## config.mk

```make
export PLATFORM = sky130hd
export DESIGN_NAME = sorted_insert_priority_queue
export DESIGN_NICKNAME = d
export VERILOG_FILES = /design/src/rtl/sipq_pkg.sv /design/src/rtl/sipq_ram.sv /design/src/rtl/sorted_insert_priority_queue.sv
export SDC_FILE = /design/constraint.sdc
export NUM_CORES = 1
export LEC_CHECK = 0
export BUFFER_PORTS_ARGS = -buffer_cell sky130_fd_sc_hd__buf_4
export CAP_MARGIN = 20
export CORE_AREA = 2 2 215 217
export DETAILED_ROUTE_END_ITERATION = 10
export DIE_AREA = 0 0 217 219
export GPL_ROUTABILITY_DRIVEN = 0
export PLACE_DENSITY = 0.83
export SYNTH_ARGS = -nofsm -noshare
export SYNTH_HDL_FRONTEND = slang
export SYNTH_HIERARCHICAL = 1
export SYNTH_SLANG_ARGS = --single-unit
```

## constraint.sdc

```tcl
create_clock -name clk -period 5.1 [get_ports clk]
set_input_delay 0.255 -clock clk [delete_from_list [all_inputs] [get_ports clk]]
set_output_delay 0.255 -clock clk [all_outputs]
set_load 0.02 [all_outputs]
```

## src/rtl/sipq_pkg.sv

```systemverilog
// Shared types and codes for the sorted-insert priority queue.
// Depends on nothing; used by sipq_ram and sorted_insert_priority_queue.
package sipq_pkg;

    localparam logic CMD_INSERT = 1'b0;
    localparam logic CMD_REMOVE = 1'b1;

    localparam logic [1:0] STATUS_INSERTED = 2'd0;
    localparam logic [1:0] STATUS_REMOVED  = 2'd1;
    localparam logic [1:0] STATUS_EMPTY    = 2'd2;
    localparam logic [1:0] STATUS_FULL     = 2'd3;

    typedef struct packed {
        logic        cmd;
        logic [15:0] item_tag;
        logic [15:0] priority_req;
    } request_t;

    typedef struct packed {
        logic [15:0] out_tag;
        logic [15:0] out_priority;
        logic [1:0]  status;
        logic [4:0]  occupancy;
    } response_t;

    typedef struct packed {
        logic [15:0] tag;
        logic [15:0] pri;
    } entry_t;

    typedef enum logic [2:0] {
        S_IDLE,
        S_INS_CMP,
        S_INS_LAST,
        S_POP_HEAD,
        S_POP_SHIFT
    } state_t;

endpackage

```

## src/rtl/sipq_ram.sv

```systemverilog
// Entry store: one write port and one read port with registered read data.
// Depends on sipq_pkg for the entry type.
module sipq_ram #(
    parameter int DEPTH = 16,
    parameter int AW    = 4
) (
    input  logic            clk,
    input  logic            we,
    input  logic [AW-1:0]   waddr,
    input  sipq_pkg::entry_t wdata,
    input  logic [AW-1:0]   raddr,
    output sipq_pkg::entry_t rdata
);

    sipq_pkg::entry_t mem [DEPTH];
    sipq_pkg::entry_t rdata_reg;

    always_ff @(posedge clk)
    begin
        if (we)
        begin
            mem[waddr] <= wdata;
        end
        rdata_reg <= mem[raddr];
    end

    assign rdata = rdata_reg;

endmodule

```

## src/rtl/sorted_insert_priority_queue.sv

```systemverilog
// Sorted-insert priority queue top level: command sequencer and entry store.
// Depends on sipq_pkg and sipq_ram.
//
// A command is taken when start is high and busy is low; its single result
// appears on response with done high for one cycle and cannot be stalled.
// Entries live in one RAM sorted by priority number, head at address 0, and
// one comparator walks them one entry per cycle. A rejected command (remove
// when empty, insert when full) and an insert into an empty queue finish
// straight from idle. Any other insert compares entries from the tail,
// moving each with a larger priority number one place toward the tail, and
// then writes the new entry, whether it lands at the head or further back.
// A remove reads the head, then moves every remaining entry one place
// toward the head. No clearing pass is needed after reset.
module sorted_insert_priority_queue #(
    parameter int CAPACITY = 16
) (
    input  logic                clk,
    input  logic                rst_n,
    input  logic                start,
    input  sipq_pkg::request_t  request,
    output logic                busy,
    output logic                done,
    output sipq_pkg::response_t response
);

    localparam int AW = (CAPACITY > 1) ? $clog2(CAPACITY) : 1;
    localparam int CW = $clog2(CAPACITY + 1);

    sipq_pkg::state_t    state_reg, state_next;
    logic [CW-1:0]       count_reg, count_next;
    logic [AW-1:0]       idx_reg, idx_next;
    logic [15:0]         tag_reg, tag_next;
    logic [15:0]         pri_reg, pri_next;
    sipq_pkg::response_t res_reg, res_next;
    logic                done_reg, done_next;

    logic                we;
    logic [AW-1:0]       waddr;
    logic [AW-1:0]       raddr;
    sipq_pkg::entry_t    wdata;
    sipq_pkg::entry_t    rd_entry;
    sipq_pkg::entry_t    new_entry;
    logic [CW-1:0]       count_inc;
    logic [CW-1:0]       count_dec;

    sipq_ram #(
        .DEPTH (CAPACITY),
        .AW    (AW)
    ) u_ram (
        .clk   (clk),
        .we    (we),
        .waddr (waddr),
        .wdata (wdata),
        .raddr (raddr),
        .rdata (rd_entry)
    );

    assign new_entry.tag = tag_reg;
    assign new_entry.pri = pri_reg;
    assign count_inc     = count_reg + CW'(1);
    assign count_dec     = count_reg - CW'(1);

    always_ff @(posedge clk or negedge rst_n)
    begin
        if (!rst_n)
        begin
            state_reg <= sipq_pkg::S_IDLE;
            count_reg <= '0;
            done_reg  <= 1'b0;
        end
        else
        begin
            state_reg <= state_next;
            count_reg <= count_next;
            done_reg  <= done_next;
        end
    end

    always_ff @(posedge clk)
    begin
        idx_reg <= idx_next;
        tag_reg <= tag_next;
        pri_reg <= pri_next;
        res_reg <= res_next;
    end

    always_comb
    begin
        state_next = state_reg;
        count_next = count_reg;
        idx_next   = idx_reg;
        tag_next   = tag_reg;
        pri_next   = pri_reg;
        res_next   = res_reg;
        done_next  = 1'b0;
        we         = 1'b0;
        waddr      = '0;
        wdata      = rd_entry;
        raddr      = '0;

        case (state_reg)
            sipq_pkg::S_IDLE:
            begin
                if (start)
                begin
                    tag_next = request.item_tag;
                    pri_next = request.priority_req;
                    if (request.cmd == sipq_pkg::CMD_INSERT)
                    begin
                        if (count_reg >= CW'(CAPACITY))
                        begin
                            res_next  = '{16'd0, 16'd0, sipq_pkg::STATUS_FULL, 5'(count_reg)};
                            done_next = 1'b1;
                        end
                        else if (count_reg == '0)
                        begin
                            we         = 1'b1;
                            waddr      = '0;
                            wdata.tag  = request.item_tag;
                            wdata.pri  = request.priority_req;
                            count_next = count_inc;
                            res_next   = '{16'd0, 16'd0, sipq_pkg::STATUS_INSERTED,
                                          5'(count_inc)};
                            done_next  = 1'b1;
                        end
                        else
                        begin
                            raddr      = AW'(count_dec);
                            idx_next   = AW'(count_dec);
                            state_next = sipq_pkg::S_INS_CMP;
                        end
                    end
                    else
                    begin
                        if (count_reg == '0)
                        begin
                            res_next  = '{16'd0, 16'd0, sipq_pkg::STATUS_EMPTY, 5'd0};
                            done_next = 1'b1;
                        end
                        else
                        begin
                            raddr      = '0;
                            state_next = sipq_pkg::S_POP_HEAD;
                        end
                    end
                end
            end

            sipq_pkg::S_INS_CMP:
            begin
                we    = 1'b1;
                waddr = idx_reg + AW'(1);
                if (rd_entry.pri > pri_reg)
                begin
                    wdata = rd_entry;
                    if (idx_reg == '0)
                    begin
                        state_next = sipq_pkg::S_INS_LAST;
                    end
                    else
                    begin
                        idx_next = idx_reg - AW'(1);
                        raddr    = idx_reg - AW'(1);
                    end
                end
                else
                begin
                    wdata      = new_entry;
                    count_next = count_inc;
                    res_next   = '{16'd0, 16'd0, sipq_pkg::STATUS_INSERTED, 5'(count_inc)};
                    done_next  = 1'b1;
                    state_next = sipq_pkg::S_IDLE;
                end
            end

            sipq_pkg::S_INS_LAST:
            begin
                we         = 1'b1;
                waddr      = '0;
                wdata      = new_entry;
                count_next = count_inc;
                res_next   = '{16'd0, 16'd0, sipq_pkg::STATUS_INSERTED, 5'(count_inc)};
                done_next  = 1'b1;
                state_next = sipq_pkg::S_IDLE;
            end

            sipq_pkg::S_POP_HEAD:
            begin
                res_next = '{rd_entry.tag, rd_entry.pri, sipq_pkg::STATUS_REMOVED,
                             5'(count_dec)};
                if (count_reg == CW'(1))
                begin
                    count_next = count_dec;
                    done_next  = 1'b1;
                    state_next = sipq_pkg::S_IDLE;
                end
                else
                begin
                    idx_next   = AW'(1);
                    raddr      = AW'(1);
                    state_next = sipq_pkg::S_POP_SHIFT;
                end
            end

            sipq_pkg::S_POP_SHIFT:
            begin
                we    = 1'b1;
                waddr = idx_reg - AW'(1);
                wdata = rd_entry;
                if (CW'(idx_reg) + CW'(1) == count_reg)
                begin
                    count_next = count_dec;
                    done_next  = 1'b1;
                    state_next = sipq_pkg::S_IDLE;
                end
                else
                begin
                    idx_next = idx_reg + AW'(1);
                    raddr    = idx_reg + AW'(1);
                end
            end

            default:
            begin
                state_next = sipq_pkg::S_IDLE;
            end
        endcase
    end

    assign busy     = (state_reg != sipq_pkg::S_IDLE);
    assign done     = done_reg;
    assign response = res_reg;

    a_accept_progress: assert property (@(posedge clk) disable iff (!rst_n)
        (start && !busy) |=> (busy || done))
        else $error("accepted command neither started nor finished");

    a_count_bound: assert property (@(posedge clk) disable iff (!rst_n)
        count_reg <= CW'(CAPACITY))
        else $error("entry count above capacity");

    a_done_idle: assert property (@(posedge clk) disable iff (!rst_n)
        done |-> !busy)
        else $error("result strobe while sequencer busy");

    a_insert_count: assert property (@(posedge clk) disable iff (!rst_n)
        (done && response.status == sipq_pkg::STATUS_INSERTED)
        |-> (count_reg == $past(count_reg) + CW'(1)))
        else $error("insert did not advance entry count");

    a_full_count: assert property (@(posedge clk) disable iff (!rst_n)
        (done && response.status == sipq_pkg::STATUS_FULL)
        |-> (count_reg == CW'(CAPACITY)))
        else $error("full reported below capacity");

endmodule
```

==> metrics.md <==
| Metric | Value |
|---|---|
| Run status | `complete, no violations` |
| Number of buffers inserted during clock tree synthesis | `59` |
| Wire length of the first global-routing pass | `94430 µm` |
| Post-route cell area | `29240 µm²` |
| WP data arrival | `4840 ps` |
| Top flip-flop cell by instance count after synthesis | `sky130_fd_sc_hd__edfxtp_1` |
| Cell depth of the worst flop-to-flop path | `12` |
| Total of fill cells in the finished design | `2903` |
| Die boundary height | `219 µm` |
| CTS tree | `done` |
| Horizontal die dimension | `217 µm` |
| Die Outline Area | `47520 µm²` |
| HPWL Detailed | `35700 µm` |
| Worst Max-Slew Pin Slew | `1208 ps` |
| Min cycle time layout | `4313 ps` |
| Number of post-CTS setup repair buffers | `0` |
| Mux contribution to synthesized area | `0.1170` |
| IO Pins | `77` |
| Total number of yosys warnings | `6` |
| Post-synthesis xor/xnor area fraction | `0.005788` |
| Fmax | `231.9 MHz` |
| Mean area per synthesized cell | `18.30 µm²` |
| Area fraction in compound gates after synthesis | `0.06891` |
| Worst slew margin relative to its limit | `0.1949` |
| Overall power after layout | `0.02194 W` |
| Starting utilization of the core area | `0.5561` |
| Endpoint kind of the worst setup timing path | `flop` |
| Final setup TNS | `0 ps` |
| Area taken by multi-input logic gates | `6246 µm²` |
| Pre-antenna DRT Iters | `5` |
| Number of synthesized register bits | `628` |
| Via density per instance | `6.649` |
| Synthesized-area fraction occupied by and/or/nand/nor cells | `0.03827` |
| # diodes | `0` |
| Main combinational cell family by area after synthesis | `multiplexers` |
| Number of setup violations in the final report | `0` |
| Number of remaining DRC errors | `0` |
| Most used cells in the layout excluding fill and tap cells | `sky130_fd_sc_hd__edfxtp_1, sky130_fd_sc_hd__buf_4, sky130_fd_sc_hd__mux4_2, sky130_fd_sc_hd__nand2_1, sky130_fd_sc_hd__a22oi_1` |
| Arithmetic-cell share of the synthesized area counting full adders, half adders and majority gates | `0.01138` |
| Antenna violations before repair | `1` |
| TritonCTS sink count | `628` |
| Number of flops mapped to enable cells by yosys | `587` |
| Clock latency on the worst-skew pair | `650 ps` |
| Final cell count without fillers | `2181` |
| Cell at the root of the clock tree | `sky130_fd_sc_hd__clkbuf_16` |
| Post-Syn Nets | `1428` |
| DRC violation total after the first TritonRoute iteration | `2279` |
| Seq/Total Area, Yosys | `0.7375` |
| Final number of hold-violating endpoints | `0` |
| # rows | `78` |
| Unrepaired setup endpoints after global routing | `no` |
| Max-cap violations | `0` |
| Number of hold-repair buffers added at the cts stage | `36` |
| Critical Setup Path Class | `flop to flop` |
| Worst IR drop on VDD | `0.5469 mV` |
| Core area | `45090 µm²` |
| Number of global-route vias before repair | `14720` |
| Type of element launching the critical path | `flop` |
| Placement Cell Area | `26810 µm²` |
| Max reg flops | `512` |
| Total length of routed wires | `64440 µm` |
| Total gr overflow | `0` |
| Clock transition time at the flip-flop clock pins of the worst setup and hold paths | `70 ps` |
| Tcrit/Tclk final | `0.8457` |
| Maximum fanout along the worst path | `24` |
| Total power density per cell area | `750.3 nW/µm²` |
| Leakage component of the power | `9.782 nW` |
| Count of unique library cells instantiated by Yosys | `66` |
| Worst clock skew | `24.16 ps` |
| Max Transition Viols Final | `0` |
| Worst hold path class | `input pin to flop` |
| Port Buffer Count | `76` |
| Mapped Area | `25070 µm²` |
| Largest net degree at the start of global routing | `75` |
| Cell depth of the worst min-delay path | `2` |
| Remaining antenna violation count after routing | `0` |
| Number of instances resized during post-cts repair | `0` |
| Fraction of registers with async set/reset | `0.01433` |
| Most common cell after layout, fill and taps aside | `sky130_fd_sc_hd__edfxtp_1` |
| Vias after detailed routing | `14500` |
| Nets@finish | `1588` |
| Register cell area after layout | `18490 µm²` |
| Data required time of the worst path | `5620 ps` |
| Placed instance count | `2024` |
| GR Util All Layers | `0.2758` |
| Growth of design area from synthesis to finish | `16.63%` |
| Share of layout cells above drive strength 1 | `0.2530` |
| Count of H-tree levels built during CTS | `2` |
| Final routed wire length divided by cell count | `29.55 µm` |
| Clock Tree Buf Depth | `3` |
| Mapped Cells | `1370` |
[area by class of cell]
| type | count | share of cell area |
|---|---|---|
| tap | 600 | 0.02567 |
| clock inverter | 27 | 0.01130 |
| multi-input combinational | 619 | 0.2136 |
| timing repair buffer | 180 | 0.05442 |
| clock buffer | 85 | 0.05729 |
| sequential | 628 | 0.6324 |
| inverter | 42 | 0.005391 |
[cells by family after synthesis]
kind of cell,Yosys count
adders and majority gates,23
and+or+nand+nor,201
AOI/OAI and AO/OA,247
buffers and inverters,123
xor gates and xnor gates,15
DFF,628
muxes,133
[final timing paths]
check	slack [ps]	start	endpoint
setup / recovery	790	pri_reg[15]	u_ram/rdata[18]
hold / removal	370	request[27]	tag_reg[11]
setup reg to reg	790	pri_reg[15]	u_ram/rdata[18]
hold reg to reg	570	u_ram/rdata[29]	response[36]
max in group asynchronous	3980	rst_n	count_reg[3]
min in group asynchronous	720	rst_n	state_reg[1]
[report_power, final]
group	internal (W)	total (W)	switching, W
sequential	0.00821	0.00869	0.000486
combinational	0.00324	0.00874	0.00550
clock	0.00260	0.00451	0.00191
[worst max-delay path, stage by stage (launching register included)]
cell and delay, ps:
sky130_fd_sc_hd__edfxtp_1 360, sky130_fd_sc_hd__inv_1 70, sky130_fd_sc_hd__ha_1 330, sky130_fd_sc_hd__nand4_1 230, sky130_fd_sc_hd__nor4_1 390, sky130_fd_sc_hd__a21boi_0 300
sky130_fd_sc_hd__o31a_4 350, sky130_fd_sc_hd__nand3_1 300, sky130_fd_sc_hd__o21ai_4 440, sky130_fd_sc_hd__buf_4 510, sky130_fd_sc_hd__mux4_2 590, sky130_fd_sc_hd__a22oi_1 220
sky130_fd_sc_hd__nand2_1 80
[cells in the mapped netlist, types with 13 or more instances]
cell,n,area share
sky130_fd_sc_hd__edfxtp_1,587,0.70
sky130_fd_sc_hd__mux4_2,128,0.11
sky130_fd_sc_hd__nand2_1,81,0.012
sky130_fd_sc_hd__a22oi_1,73,0.022
sky130_fd_sc_hd__a21oi_1,69,0.014
sky130_fd_sc_hd__clkbuf_1,45,0.0067
sky130_fd_sc_hd__inv_1,42,0.0063
sky130_fd_sc_hd__nor2_1,42,0.0063
sky130_fd_sc_hd__o21ai_0,33,0.0066
sky130_fd_sc_hd__dfxtp_1,32,0.026
sky130_fd_sc_hd__and2_1,24,0.0060
sky130_fd_sc_hd__o2bb2ai_1,23,0.0080
sky130_fd_sc_hd__ha_1,22,0.011
sky130_fd_sc_hd__buf_2,13,0.0026
sky130_fd_sc_hd__o221ai_1,13,0.0045
[per-layer routing]
metal | GRT usage | up-vias | share of wire
met5 | 0 | - | 0
li1 | - | 5849 | -
met2 | 0.4427 | 1150 | 0.48
met4 | 0.1295 | 0 | 0.047
met1 | 0.3640 | 7275 | 0.35
met3 | 0.06057 | 227 | 0.13
[metrics by stage]
stage / setup WS [ps] / hold slack [ps] / utilization
global route: 553.1 / 369.5 / 0.6486
detailed placement: 810.5 / 98.49 / 0.5946
global placement: 1079 / 91.29 / 0.5946
finish: 787.1 / 366.7 / 0.6486
floorplan: 286.2 / -40.59 / -
CTS: 799.4 / 340.9 / 0.6471
(Power assumes the default switching activity.)
